--- src/rtl/core/mdpk_pkg.sv ---
`timescale 1ns / 1ps
// ----------------------------------------------------------------------------
// mdpk_pkg
// shared types and constants of the pad-to-key mapper
// ----------------------------------------------------------------------------
package mdpk_pkg;

    localparam int NOTE_SLOTS = 128;
    localparam int CC_SLOTS   = 128;
    localparam int SLOT_W     = 7;

    // upper nibble of a status byte
    localparam logic [3:0] KIND_NOTE_OFF = 4'h8;
    localparam logic [3:0] KIND_NOTE_ON  = 4'h9;
    localparam logic [3:0] KIND_CC       = 4'hB;
    localparam logic [3:0] KIND_SYSTEM   = 4'hF;

    typedef enum logic [1:0] {
        CMD_MIDI    = 2'd0,
        CMD_NOTE_WR = 2'd1,
        CMD_CC_WR   = 2'd2
    } command_t;

    typedef enum logic [1:0] {
        PH_WAIT  = 2'd0,
        PH_DATA1 = 2'd1,
        PH_DATA2 = 2'd2
    } phase_t;

    typedef struct packed {
        logic [7:0] key;
        logic [6:0] idle;
        logic [6:0] press;
    } map_entry_t;

    // a completed channel message as seen on the second data byte
    typedef struct packed {
        logic              complete;
        logic              note_on;
        logic              note_off;
        logic              cc;
        logic [SLOT_W-1:0] d1;
        logic              d2_nz;
    } parse_event_t;

endpackage

--- src/rtl/core/mdpk_map_ram.sv ---
`timescale 1ns / 1ps
// ----------------------------------------------------------------------------
// mdpk_map_ram
// slot map memory, one write and one registered read per cycle
// ----------------------------------------------------------------------------
module mdpk_map_ram
    import mdpk_pkg::*;
#(
    parameter int DEPTH = 128
)
(
    input  logic              clk,
    input  logic              rst_n,
    input  logic              wr_en,
    input  logic [SLOT_W-1:0] wr_slot,
    input  map_entry_t        wr_data,
    input  logic              rd_en,
    input  logic [SLOT_W-1:0] rd_slot,
    output logic              rd_hit,
    output map_entry_t        rd_data
);

    localparam int AW = (DEPTH > 1) ? $clog2(DEPTH) : 1;

    map_entry_t mem_reg [DEPTH];
    logic       valid_reg [DEPTH];
    logic       rd_hit_reg;
    map_entry_t rd_data_reg;
    logic       wr_in_range;
    logic       rd_in_range;
    logic [AW-1:0] wr_idx;
    logic [AW-1:0] rd_idx;

    assign wr_in_range = (SLOT_W+1)'(wr_slot) < (SLOT_W+1)'(DEPTH);
    assign rd_in_range = (SLOT_W+1)'(rd_slot) < (SLOT_W+1)'(DEPTH);
    assign wr_idx      = AW'(wr_slot);
    assign rd_idx      = AW'(rd_slot);

    // valid bits stand in for the cleared contents after reset
    always_ff @(posedge clk or negedge rst_n)
    begin
        if (!rst_n)
        begin
            for (int i = 0; i < DEPTH; i++)
            begin
                valid_reg[i] <= 1'b0;
            end
            rd_hit_reg <= 1'b0;
        end
        else
        begin
            if (wr_en && wr_in_range)
            begin
                valid_reg[wr_idx] <= 1'b1;
            end
            if (rd_en)
            begin
                rd_hit_reg <= rd_in_range && valid_reg[rd_idx];
            end
        end
    end

    always_ff @(posedge clk)
    begin
        if (wr_en && wr_in_range)
        begin
            mem_reg[wr_idx] <= wr_data;
        end
        if (rd_en)
        begin
            rd_data_reg <= mem_reg[rd_idx];
        end
    end

    assign rd_hit  = rd_hit_reg;
    assign rd_data = rd_data_reg;

endmodule

--- config.mk ---
export PLATFORM = sky130hd
export DESIGN_NAME = mdpk_map_ram
export DESIGN_NICKNAME = d
export VERILOG_FILES = /design/src/rtl/core/mdpk_pkg.sv /design/src/rtl/core/mdpk_map_ram.sv
export SDC_FILE = /design/constraint.sdc
export NUM_CORES = 2
export LEC_CHECK = 0
export ABC_CLOCK_PERIOD_IN_PS = 1800
export BUFFER_PORTS_ARGS = -buffer_cell sky130_fd_sc_hd__buf_4
export CAP_MARGIN = 10
export CORE_ASPECT_RATIO = 0.75
export CORE_MARGIN = 2
export CORE_UTILIZATION = 40
export CTS_CLUSTER_DIAMETER = 60
export DETAILED_ROUTE_END_ITERATION = 10
export PLACE_DENSITY = 0.6
export SLEW_MARGIN = 0
export SYNTH_ARGS = -nofsm -noshare
export SYNTH_HDL_FRONTEND = slang
export SYNTH_SLANG_ARGS = --single-unit
--- constraint.sdc ---
create_clock -name clk -period 1.8 [get_ports clk]
set_clock_uncertainty 0.1 [all_clocks]
set_input_delay 0.36 -clock clk [delete_from_list [all_inputs] [get_ports clk]]
set_output_delay 0.36 -clock clk [all_outputs]
set_load 0.03 [all_outputs]
==> results.py <==
metrics = {
    "clock_network": {
        "cts_max_level": 5,
        "cts_tree": "yes",
        "clockRootBuffer": "clkbuf_16",
        "numCtsBuffers": 280,
        "cts.path.max_buffers": 4,
        "clk_pin_slew_ns": 0.06,
        "clk_latency_ns": 0.85,
        "clock-sinks": 2967,
    },
    "floorplanning": {
        "die_h_um": 464,
        "io_pins": 63,
        "start_util_pct": 40.3,
        "die_area_mm2": 0.286,
        "core-area_mm2": 0.280,
        "placementRows": 168,
        "dieWidth_um": 617,
    },
    "placement": {
        "numPortBuffers": 62,
        "dp_hpwl_um": 187000,
        "gp_congestion": 0.808,
        "pre_cts_ws_ns": -1.93,
        "placed_area_mm2": 0.126,
    },
    "synthesis": {
        "synth_edf_count": 2838,
        "yosys_warnings": 0,
        "synth_fp_nets": 4646,
        "synth.distinct_cells": 37,
        "ys_ff_latch": 2967,
        "synthTopCellsByCount": "2838 x edfxtp_1, 903 x mux4_2, 134 x nor2_1",
        "ys_async_sr_fraction_pct": 4.35,
        "synth.most_common_cell": "edfxtp_1",
        "synth_area_leader_cell": "edfxtp_1",
        "synth_top_area_share_pct": 75.6,
        "ys.flop_type": "edfxtp_1",
        "seq_area_frac_synth_pct": 78.5,
        "synth_area_mm2": 0.113,
        "synth_area_per_cell_um2": 24.5,
        "syn_inst": 4606,
        "synth.area.top_cells": "edfxtp_1 76%, mux4_2 18%, dfrtp_1 2.9%, or2_2 0.71%, buf_2 0.58%",
    },
    "critical_path": {
        "cp.arrival_ns": 2.83,
        "rr_endpoint": "rd_data[13]",
        "worstSetupPathType": "reg -> reg",
        "reg2reg_depth": 5,
        "cp-end-kind": "flop",
        "r2r_slack_ns": -0.53,
        "start_kind": "flop",
        "r2r-start": "mem_reg[41][13]",
        "worstPathMaxFanout": 1,
        "required_ns": 2.29,
    },
    "pwr": {
        "p_leak_nw": 43.4,
        "p_per_area_mw_per_mm2": 1060,
        "ir_drop_mv": 0.756,
    },
    "job": {
        "maxCapViolCount": 0,
    },
    "global_routing": {
        "grt_pass1_vias": 54200,
        "grt_util_all_layers_pct": 21.4,
        "grt_pass1_wl_um": 429000,
        "overflow": 0,
        "grt_max_degree": 120,
        "antenna_found_initial": 22,
    },
    "sta": {
        "max_freq_mhz": 429,
        "worstMarginPinSlew_ns": 0.936,
        "relSlewSlack_pct": 37.6,
        "finalCritPeriodShare_pct": 130,
        "fin_ws_ns": -0.532,
        "setup_viol": 46,
        "rsz0062_at_grt": "yes",
        "slew_violations": 0,
        "period_needed_ns": 2.33,
        "finalHoldViolCount": 0,
        "holdWs_ns": 0.0157,
    },
    "worst_hold_path": {
        "worst_hold_startpoint": "wr_data[4]",
        "hold_path.class": "in -> reg",
        "hold-path-endpoint": "mem_reg[3][4]",
        "hold_depth": 1,
    },
    "detailed_routing": {
        "wl_per_cell_um": 33.0,
        "finalWirelength_um": 307000,
        "viasPerCell": 5.82,
        "drtIter0Drc": 7323,
        "vias": 54200,
        "drc": 0,
        "dr.pass1.iters": 5,
        "drt.antenna.violating_nets": 0,
    },
    "layout": {
        "syn_to_final_growth_pct": 20.6,
        "final_nets": 5402,
        "drive_gt1_share_pct": 41.8,
        "largest_reg_flops": 2816,
        "fin_area_mm2": 0.136,
        "fin_util_pct": 48.6,
        "fillers": 22100,
    },
    "run_status": {
        "violations": "negative setup slack",
        "status": "finished, violations left",
    },
}
==> layout by cell type, fill, tap and decap left out, types with 43 or more instances in the layout <==
master	netlist	routed
edfxtp_1	2838	2838
buf_4	3	339
buf_12	0	286
buf_6	1	61
nor2_4	0	82
clkinv_1	0	43
clkbuf_16	0	290
nor2_2	0	46
or2_2	128	128
dfrtp_1	129	129
mux4_2	903	903
clkbuf_1	74	69
==> worst max path at each step <==
stage	start	end	slack [ns]	cells past startpoint
6_report	mem_reg[41][13]	rd_data[13]	-0.53	5
3_3_place_gp	rd_slot[0]	rd_data[13]	-1.95	8
2_1_floorplan	rd_slot[0]	rd_data[17]	-0.63	7
3_5_place_dp	rd_slot[0]	rd_data[13]	-1.93	8
4_1_cts	rd_data[3]	rd_data[3]	-0.61	1
5_1_grt	mem_reg[41][13]	rd_data[13]	-0.62	5
==> critical path, cell delays in order (launching register included) <==
cell and delay, ns:
edfxtp_1 0.37, mux4_2 0.46, mux4_2 0.52, o22ai_4 0.42, buf_6 0.17, nor4_2 0.04
==> cell families (layout without fill, tap and decap cells) <==
logic type	after synthesis	count (layout)	synth area share, %
buffers and inverters	245	1210	0.977
AND/OR/NAND/NOR	354	354	1.61
AO/OA/AOI/OAI	111	111	0.632
flip-flops	2967	2967	78.5
multiplexers	929	929	18.3
other	0	5	0
==> where the power goes <==
part	switching, W	total (W)	internal [W]
Clock	0.0252	0.0585	0.0333
Combinational	0.00491	0.00894	0.00403
Sequential	0.000393	0.0767	0.0763
Total	0.0305	0.144	0.114
==> layout make-up <==
| cell class | instances | area (µm²) | area share [%] |
|---|---|---|---|
| timing repair buffer | 712 | 9290 | 6.83 |
| clock inverter | 129 | 1310 | 0.961 |
| clock buffer | 362 | 7560 | 5.56 |
| inverter | 7 | 33.8 | 0.0249 |
| tap | 3740 | 4680 | 3.44 |
| sequential | 2967 | 88400 | 65.1 |
| antenna | 5 | 12.5 | 0.00920 |
| multi-input combinational | 1394 | 24600 | 18.1 |
==> timing repair <==
item | CTS | global route
gates resized for setup | 165 | 11
setup endpoints to repair | 46 | 46
pin swaps | 26 | 12
hold buffers | 22 | 0
gates cloned | 1 | 0
buffers inserted | 1 | 12
hold endpoints to repair | 712 | 0
==> through the flow <==
stage / power, W / std cells / setup TNS [ns]
3_5_place_dp: 0.0868 / 8788 / -617.15
5_1_grt: 0.148 / 9312 / -17.07
3_3_place_gp: 0.0866 / 8788 / -589.35
4_1_cts: 0.145 / 9301 / -17.01
2_1_floorplan: 0.0821 / 4606 / -1529.67
6_report: 0.144 / 9316 / -15.03
==> layer usage <==
layer  track usage, %  vias up  wire [µm]
met5                0        -         13
met4             4.12        2       6050
met3             4.29      389      27300
met2             32.9     2502     143000
met1             31.9    29900     131000
li1                 -    21400          -
No activity file was read; power rests on OpenSTA's default activity.
