--- src/rtl/core/mdpk_pkg.sv ---
`timescale 1ns / 1ps
// ----------------------------------------------------------------------------
// mdpk_pkg
// shared types and constants of the pad-to-key mapper
// ----------------------------------------------------------------------------
package mdpk_pkg;

    localparam int NOTE_SLOTS = 128;
    localparam int CC_SLOTS   = 128;
    localparam int SLOT_W     = 7;

    // upper nibble of a status byte
    localparam logic [3:0] KIND_NOTE_OFF = 4'h8;
    localparam logic [3:0] KIND_NOTE_ON  = 4'h9;
    localparam logic [3:0] KIND_CC       = 4'hB;
    localparam logic [3:0] KIND_SYSTEM   = 4'hF;

    typedef enum logic [1:0] {
        CMD_MIDI    = 2'd0,
        CMD_NOTE_WR = 2'd1,
        CMD_CC_WR   = 2'd2
    } command_t;

    typedef enum logic [1:0] {
        PH_WAIT  = 2'd0,
        PH_DATA1 = 2'd1,
        PH_DATA2 = 2'd2
    } phase_t;

    typedef struct packed {
        logic [7:0] key;
        logic [6:0] idle;
        logic [6:0] press;
    } map_entry_t;

    // a completed channel message as seen on the second data byte
    typedef struct packed {
        logic              complete;
        logic              note_on;
        logic              note_off;
        logic              cc;
        logic [SLOT_W-1:0] d1;
        logic              d2_nz;
    } parse_event_t;

endpackage

--- src/rtl/core/mdpk_parser.sv ---
`timescale 1ns / 1ps
// ----------------------------------------------------------------------------
// mdpk_parser
// running-status parser, two data bytes for every channel message
// ----------------------------------------------------------------------------
module mdpk_parser
    import mdpk_pkg::*;
(
    input  logic         clk,
    input  logic         rst_n,
    input  logic         byte_accept,
    input  logic [7:0]   midi_byte,
    output parse_event_t ev
);

    phase_t            phase_reg;
    phase_t            phase_next;
    logic [7:0]        held_status_reg;
    logic [7:0]        held_status_next;
    logic [SLOT_W-1:0] held_first_reg;
    logic [SLOT_W-1:0] held_first_next;

    always_ff @(posedge clk or negedge rst_n)
    begin
        if (!rst_n)
        begin
            phase_reg       <= PH_WAIT;
            held_status_reg <= 8'd0;
            held_first_reg  <= '0;
        end
        else
        begin
            phase_reg       <= phase_next;
            held_status_reg <= held_status_next;
            held_first_reg  <= held_first_next;
        end
    end

    // next state
    always_comb
    begin
        phase_next       = phase_reg;
        held_status_next = held_status_reg;
        held_first_next  = held_first_reg;
        if (byte_accept)
        begin
            if (midi_byte[7])
            begin
                if (midi_byte[7:4] == KIND_SYSTEM)
                begin
                    phase_next = PH_WAIT;
                end
                else
                begin
                    phase_next       = PH_DATA1;
                    held_status_next = midi_byte;
                end
            end
            else
            begin
                unique case (phase_reg)
                    PH_DATA1:
                    begin
                        phase_next      = PH_DATA2;
                        held_first_next = midi_byte[SLOT_W-1:0];
                    end
                    PH_DATA2:
                    begin
                        phase_next = PH_DATA1;
                    end
                    default:
                    begin
                        phase_next = PH_WAIT;
                    end
                endcase
            end
        end
    end

    // outputs
    always_comb
    begin
        ev.complete = 1'b0;
        unique case (phase_reg)
            PH_DATA2: ev.complete = byte_accept && !midi_byte[7];
            default:  ev.complete = 1'b0;
        endcase
        ev.note_on  = (held_status_reg[7:4] == KIND_NOTE_ON);
        ev.note_off = (held_status_reg[7:4] == KIND_NOTE_OFF);
        ev.cc       = (held_status_reg[7:4] == KIND_CC);
        ev.d1       = held_first_reg;
        ev.d2_nz    = |midi_byte[6:0];
    end

endmodule

--- config.mk ---
export PLATFORM = sky130hd
export DESIGN_NAME = mdpk_parser
export DESIGN_NICKNAME = d
export VERILOG_FILES = /design/src/rtl/core/mdpk_pkg.sv /design/src/rtl/core/mdpk_parser.sv
export SDC_FILE = /design/constraint.sdc
export NUM_CORES = 1
export LEC_CHECK = 0
export ABC_AREA = 1
export BUFFER_PORTS_ARGS = -buffer_cell sky130_fd_sc_hd__buf_2
export CAP_MARGIN = 0
export CORE_MARGIN = 2
export CORE_UTILIZATION = 45
export DETAILED_ROUTE_END_ITERATION = 16
export GPL_TIMING_DRIVEN = 0
export PLACE_DENSITY = 0.8
export SLEW_MARGIN = 25
export SYNTH_ARGS = -nofsm -noshare
export SYNTH_HDL_FRONTEND = slang
export SYNTH_SLANG_ARGS = --single-unit
--- constraint.sdc ---
create_clock -name clk -period 1.3 [get_ports clk]
set_clock_uncertainty 0.15 [all_clocks]
set_input_delay 0.195 -clock clk [delete_from_list [all_inputs] [get_ports clk]]
set_output_delay 0.195 -clock clk [all_outputs]
set_load 0.03 [all_outputs]
==> flow_summary.json <==
{
  "place_area_sq_um": 749,
  "ios": 23,
  "cts.sinks": 13,
  "die-height_um": 40.8,
  "vias_per_cell": 4.72,
  "setup_viol": 4,
  "power_frac_seq_pct": 42.9,
  "tns_ps": -442,
  "ctsHtreeMaxLevel": 1,
  "slew_headroom_pct": 81.5,
  "clock.fmax_mhz": 690,
  "violations": "negative setup slack",
  "nFillCells": 107,
  "cts_tree": "yes",
  "grt_start_max_net_pins": 14,
  "first_pass_iters": 4,
  "antenna_found_initial": 0,
  "p_leak_uw": 0.000501,
  "start_util_pct": 47.5,
  "area.growth.synth_to_final_pct": 44.3,
  "p_int_uw": 773,
  "row_count": 13,
  "synth_top_area_share_pct": 53.3,
  "startpoint_type": "register",
  "drc": 0,
  "power_frac_comb_pct": 37.0,
  "synthAdderAreaFrac_pct": 0,
  "nNetsFinal": 118,
  "switching_share_pct": 38.5,
  "critPathKind": "reg -> out",
  "grt_use_total_pct": 18.1,
  "wl_per_cell_um": 10.2,
  "path_clk_slew_ps": 80,
  "cts_buffers": 3,
  "avgSynthCellArea_sq_um": 8.60,
  "insertion_delay_ps": 280,
  "core_area_sq_um": 1280,
  "dr_total_vias": 571,
  "clockPowerShare_pct": 20.1,
  "post-route-cell-area_sq_um": 881,
  "synthMuxAreaShare_pct": 0,
  "period_needed_ps": 1450,
  "cts-root-buf": "clkbuf_4",
  "die_w_um": 40.8,
  "synth_top_family_by_area": "simple AND/OR/NAND/NOR gates",
  "setup_slack_ps": -149,
  "synth_xor_xnor_area_share_pct": 0,
  "dp_slack_ps": 79.1,
  "seqCellArea_sq_um": 325,
  "worst_setup_path_end_kind": "output pin",
  "gp_congestion": 0.697,
  "synth.distinct_cells": 13,
  "syn_inst": 71,
  "synth_compound_area_share_pct": 1.43,
  "dp.cells": 108,
  "cap_viol_max_count": 0,
  "max-vdd-ir-drop_v": 0.000986,
  "synth.area.top_cells": "dfrtp_1 (53%), nand2_1 (16%), nand3_1 (11%), nand2_4 (3.7%), nor2_8 (3.3%)",
  "multi_input_area_sq_um": 280,
  "largest_reg_flops": 7,
  "p_switching_uw": 484,
  "period_share_pct": 111,
  "rsz0062_at_grt": "true",
  "grt.overflow.total": 0,
  "ys_ff_latch": 13,
  "wl_um": 1240,
  "hold_viol": 0,
  "yosys.area_share.simple_pct": 40.8,
  "io_buffers": 22,
  "diodes": 0,
  "worstPathRequired_ps": 950,
  "worst_pin_slew_ps": 277,
  "antenna_left": 0,
  "stdcell_count": 121,
  "drive_gt1_share_pct": 45.3,
  "grt_pass1_wl_um": 1920,
  "status": "finished with violations",
  "die-area_sq_um": 1670,
  "drt-initial-drc-count": 4,
  "syn_nets": 82,
  "synth.cell_area_sq_um": 611,
  "hp-class": "in -> reg",
  "ys_warn_count": 0,
  "place_hpwl_um": 938,
  "synth-seq-area-share_pct": 53.3,
  "fin_util_pct": 68.5,
  "cts_max_path_buffers": 2,
  "synth_top_area_cell": "dfrtp_1",
  "arrival_ps": 1100,
  "path_max_fanout": 3,
  "powerDensity_nw_per_um2": 1430,
  "grt_pass1_vias": 446,
  "finalMaxSlewViolations": 0
}
[final cells by class]
class / instances / area share, %
sequential: 13 / 36.9
timing repair buffer: 31 / 22.7
inverter: 7 / 3.41
multi-input combinational: 51 / 31.8
clock buffer: 4 / 2.98
tap: 15 / 2.13
[synth_stat cells (all sizes together)]
cell type	instances
nand2	28
dfrtp	13
nand3	13
inv	6
nor2	6
nor3	2
clkinv	1
nor3b	1
o21ai	1
[through the flow]
| stage | hold WS [ps] | total power [uW] |
|---|---|---|
| after floorplan | -251 | 819 |
| after global placement | -58.3 | 941 |
| after detailed placement | -57.9 | 951 |
| after CTS | 9.21 | 1240 |
| after global routing | 23.2 | 1340 |
| final | 9.86 | 1260 |
[critical path, cell delays in order (launching register included)]
cell and delay [ps]:
dfrtp_1 380, inv_1 60, nand2_2 70, nor3b_2 150, buf_4 170
[metal layers]
metal  wire [um]  share of wire [%]  vias up  global-route usage [%]
li1            -                  -      299                       -
met1         554                 45      248                    24.8
met2         578                 47       19                    25.4
met3          72                5.8        5                    3.26
met4          31                2.5        0                    12.5
met5           0                  0        -                       0
[logic make-up (layout without fill, tap and decap cells)]
family / after synthesis / count (layout)
and+or+nand+nor: 50 / 50
buffers and inverters: 7 / 42
AOI/OAI and AO/OA: 1 / 1
DFF: 13 / 13
[timing repair]
| action | CTS | global route |
|---|---|---|
| gates resized for setup | 6 | 6 |
| endpoints found under the hold margin | 14 | 0 |
| hold buffers | 2 | 0 |
| endpoints found under the setup margin | 4 | 11 |
| setup buffers | 3 | 5 |
| pin swaps | 0 | 3 |
[path summary, 6_finish.rpt]
| check | cells past startpoint | to | startpoint | slack, ps |
|---|---|---|---|---|
| worst max-delay path | 4 | ev[10] | held_status_reg[6]$_DFFE_PN0P_ | -150 |
| worst min-delay path | 3 | held_first_reg[0]$_DFFE_PN0P_ | midi_byte[0] | 10 |
| worst max register to register | 5 | held_first_reg[3]$_DFFE_PN0P_ | phase_reg[1]$_DFFE_PN0P_ | 70 |
| worst min register to register | 2 | held_first_reg[6]$_DFFE_PN0P_ | held_first_reg[6]$_DFFE_PN0P_ | 330 |
| max in group asynchronous | 2 | held_first_reg[2]$_DFFE_PN0P_ | rst_n | 620 |
| min in group asynchronous | 2 | held_status_reg[7]$_DFFE_PN0P_ | rst_n | 160 |
[placed cells by master (no fill, tap or decap)]
master,Yosys,routed
clkinv_2,1,1
nor2_4,1,1
clkbuf_1,0,1
clkbuf_4,0,3
inv_4,0,1
nor2_8,1,1
buf_2,0,18
buf_4,0,9
nand3_1,13,13
nor3_2,0,1
nor2_1,4,3
nand2_2,0,4
inv_2,3,2
nor3_1,2,1
inv_1,3,3
dfrtp_1,13,13
o21ai_2,1,1
nand2_4,2,2
nor3b_2,0,1
nor2_2,0,1
buf_6,0,2
dlygate4sd3_1,0,2
nand2_1,26,22
[power by group through the flow]
stage,sequential [uW],combinational [uW],clock [uW]
finish,539,465,253
global route,552,507,280
CTS,533,441,260
detailed placement,542,409,0
global placement,541,400,0
floorplan,667,152,0
(Power assumes the default switching activity.)
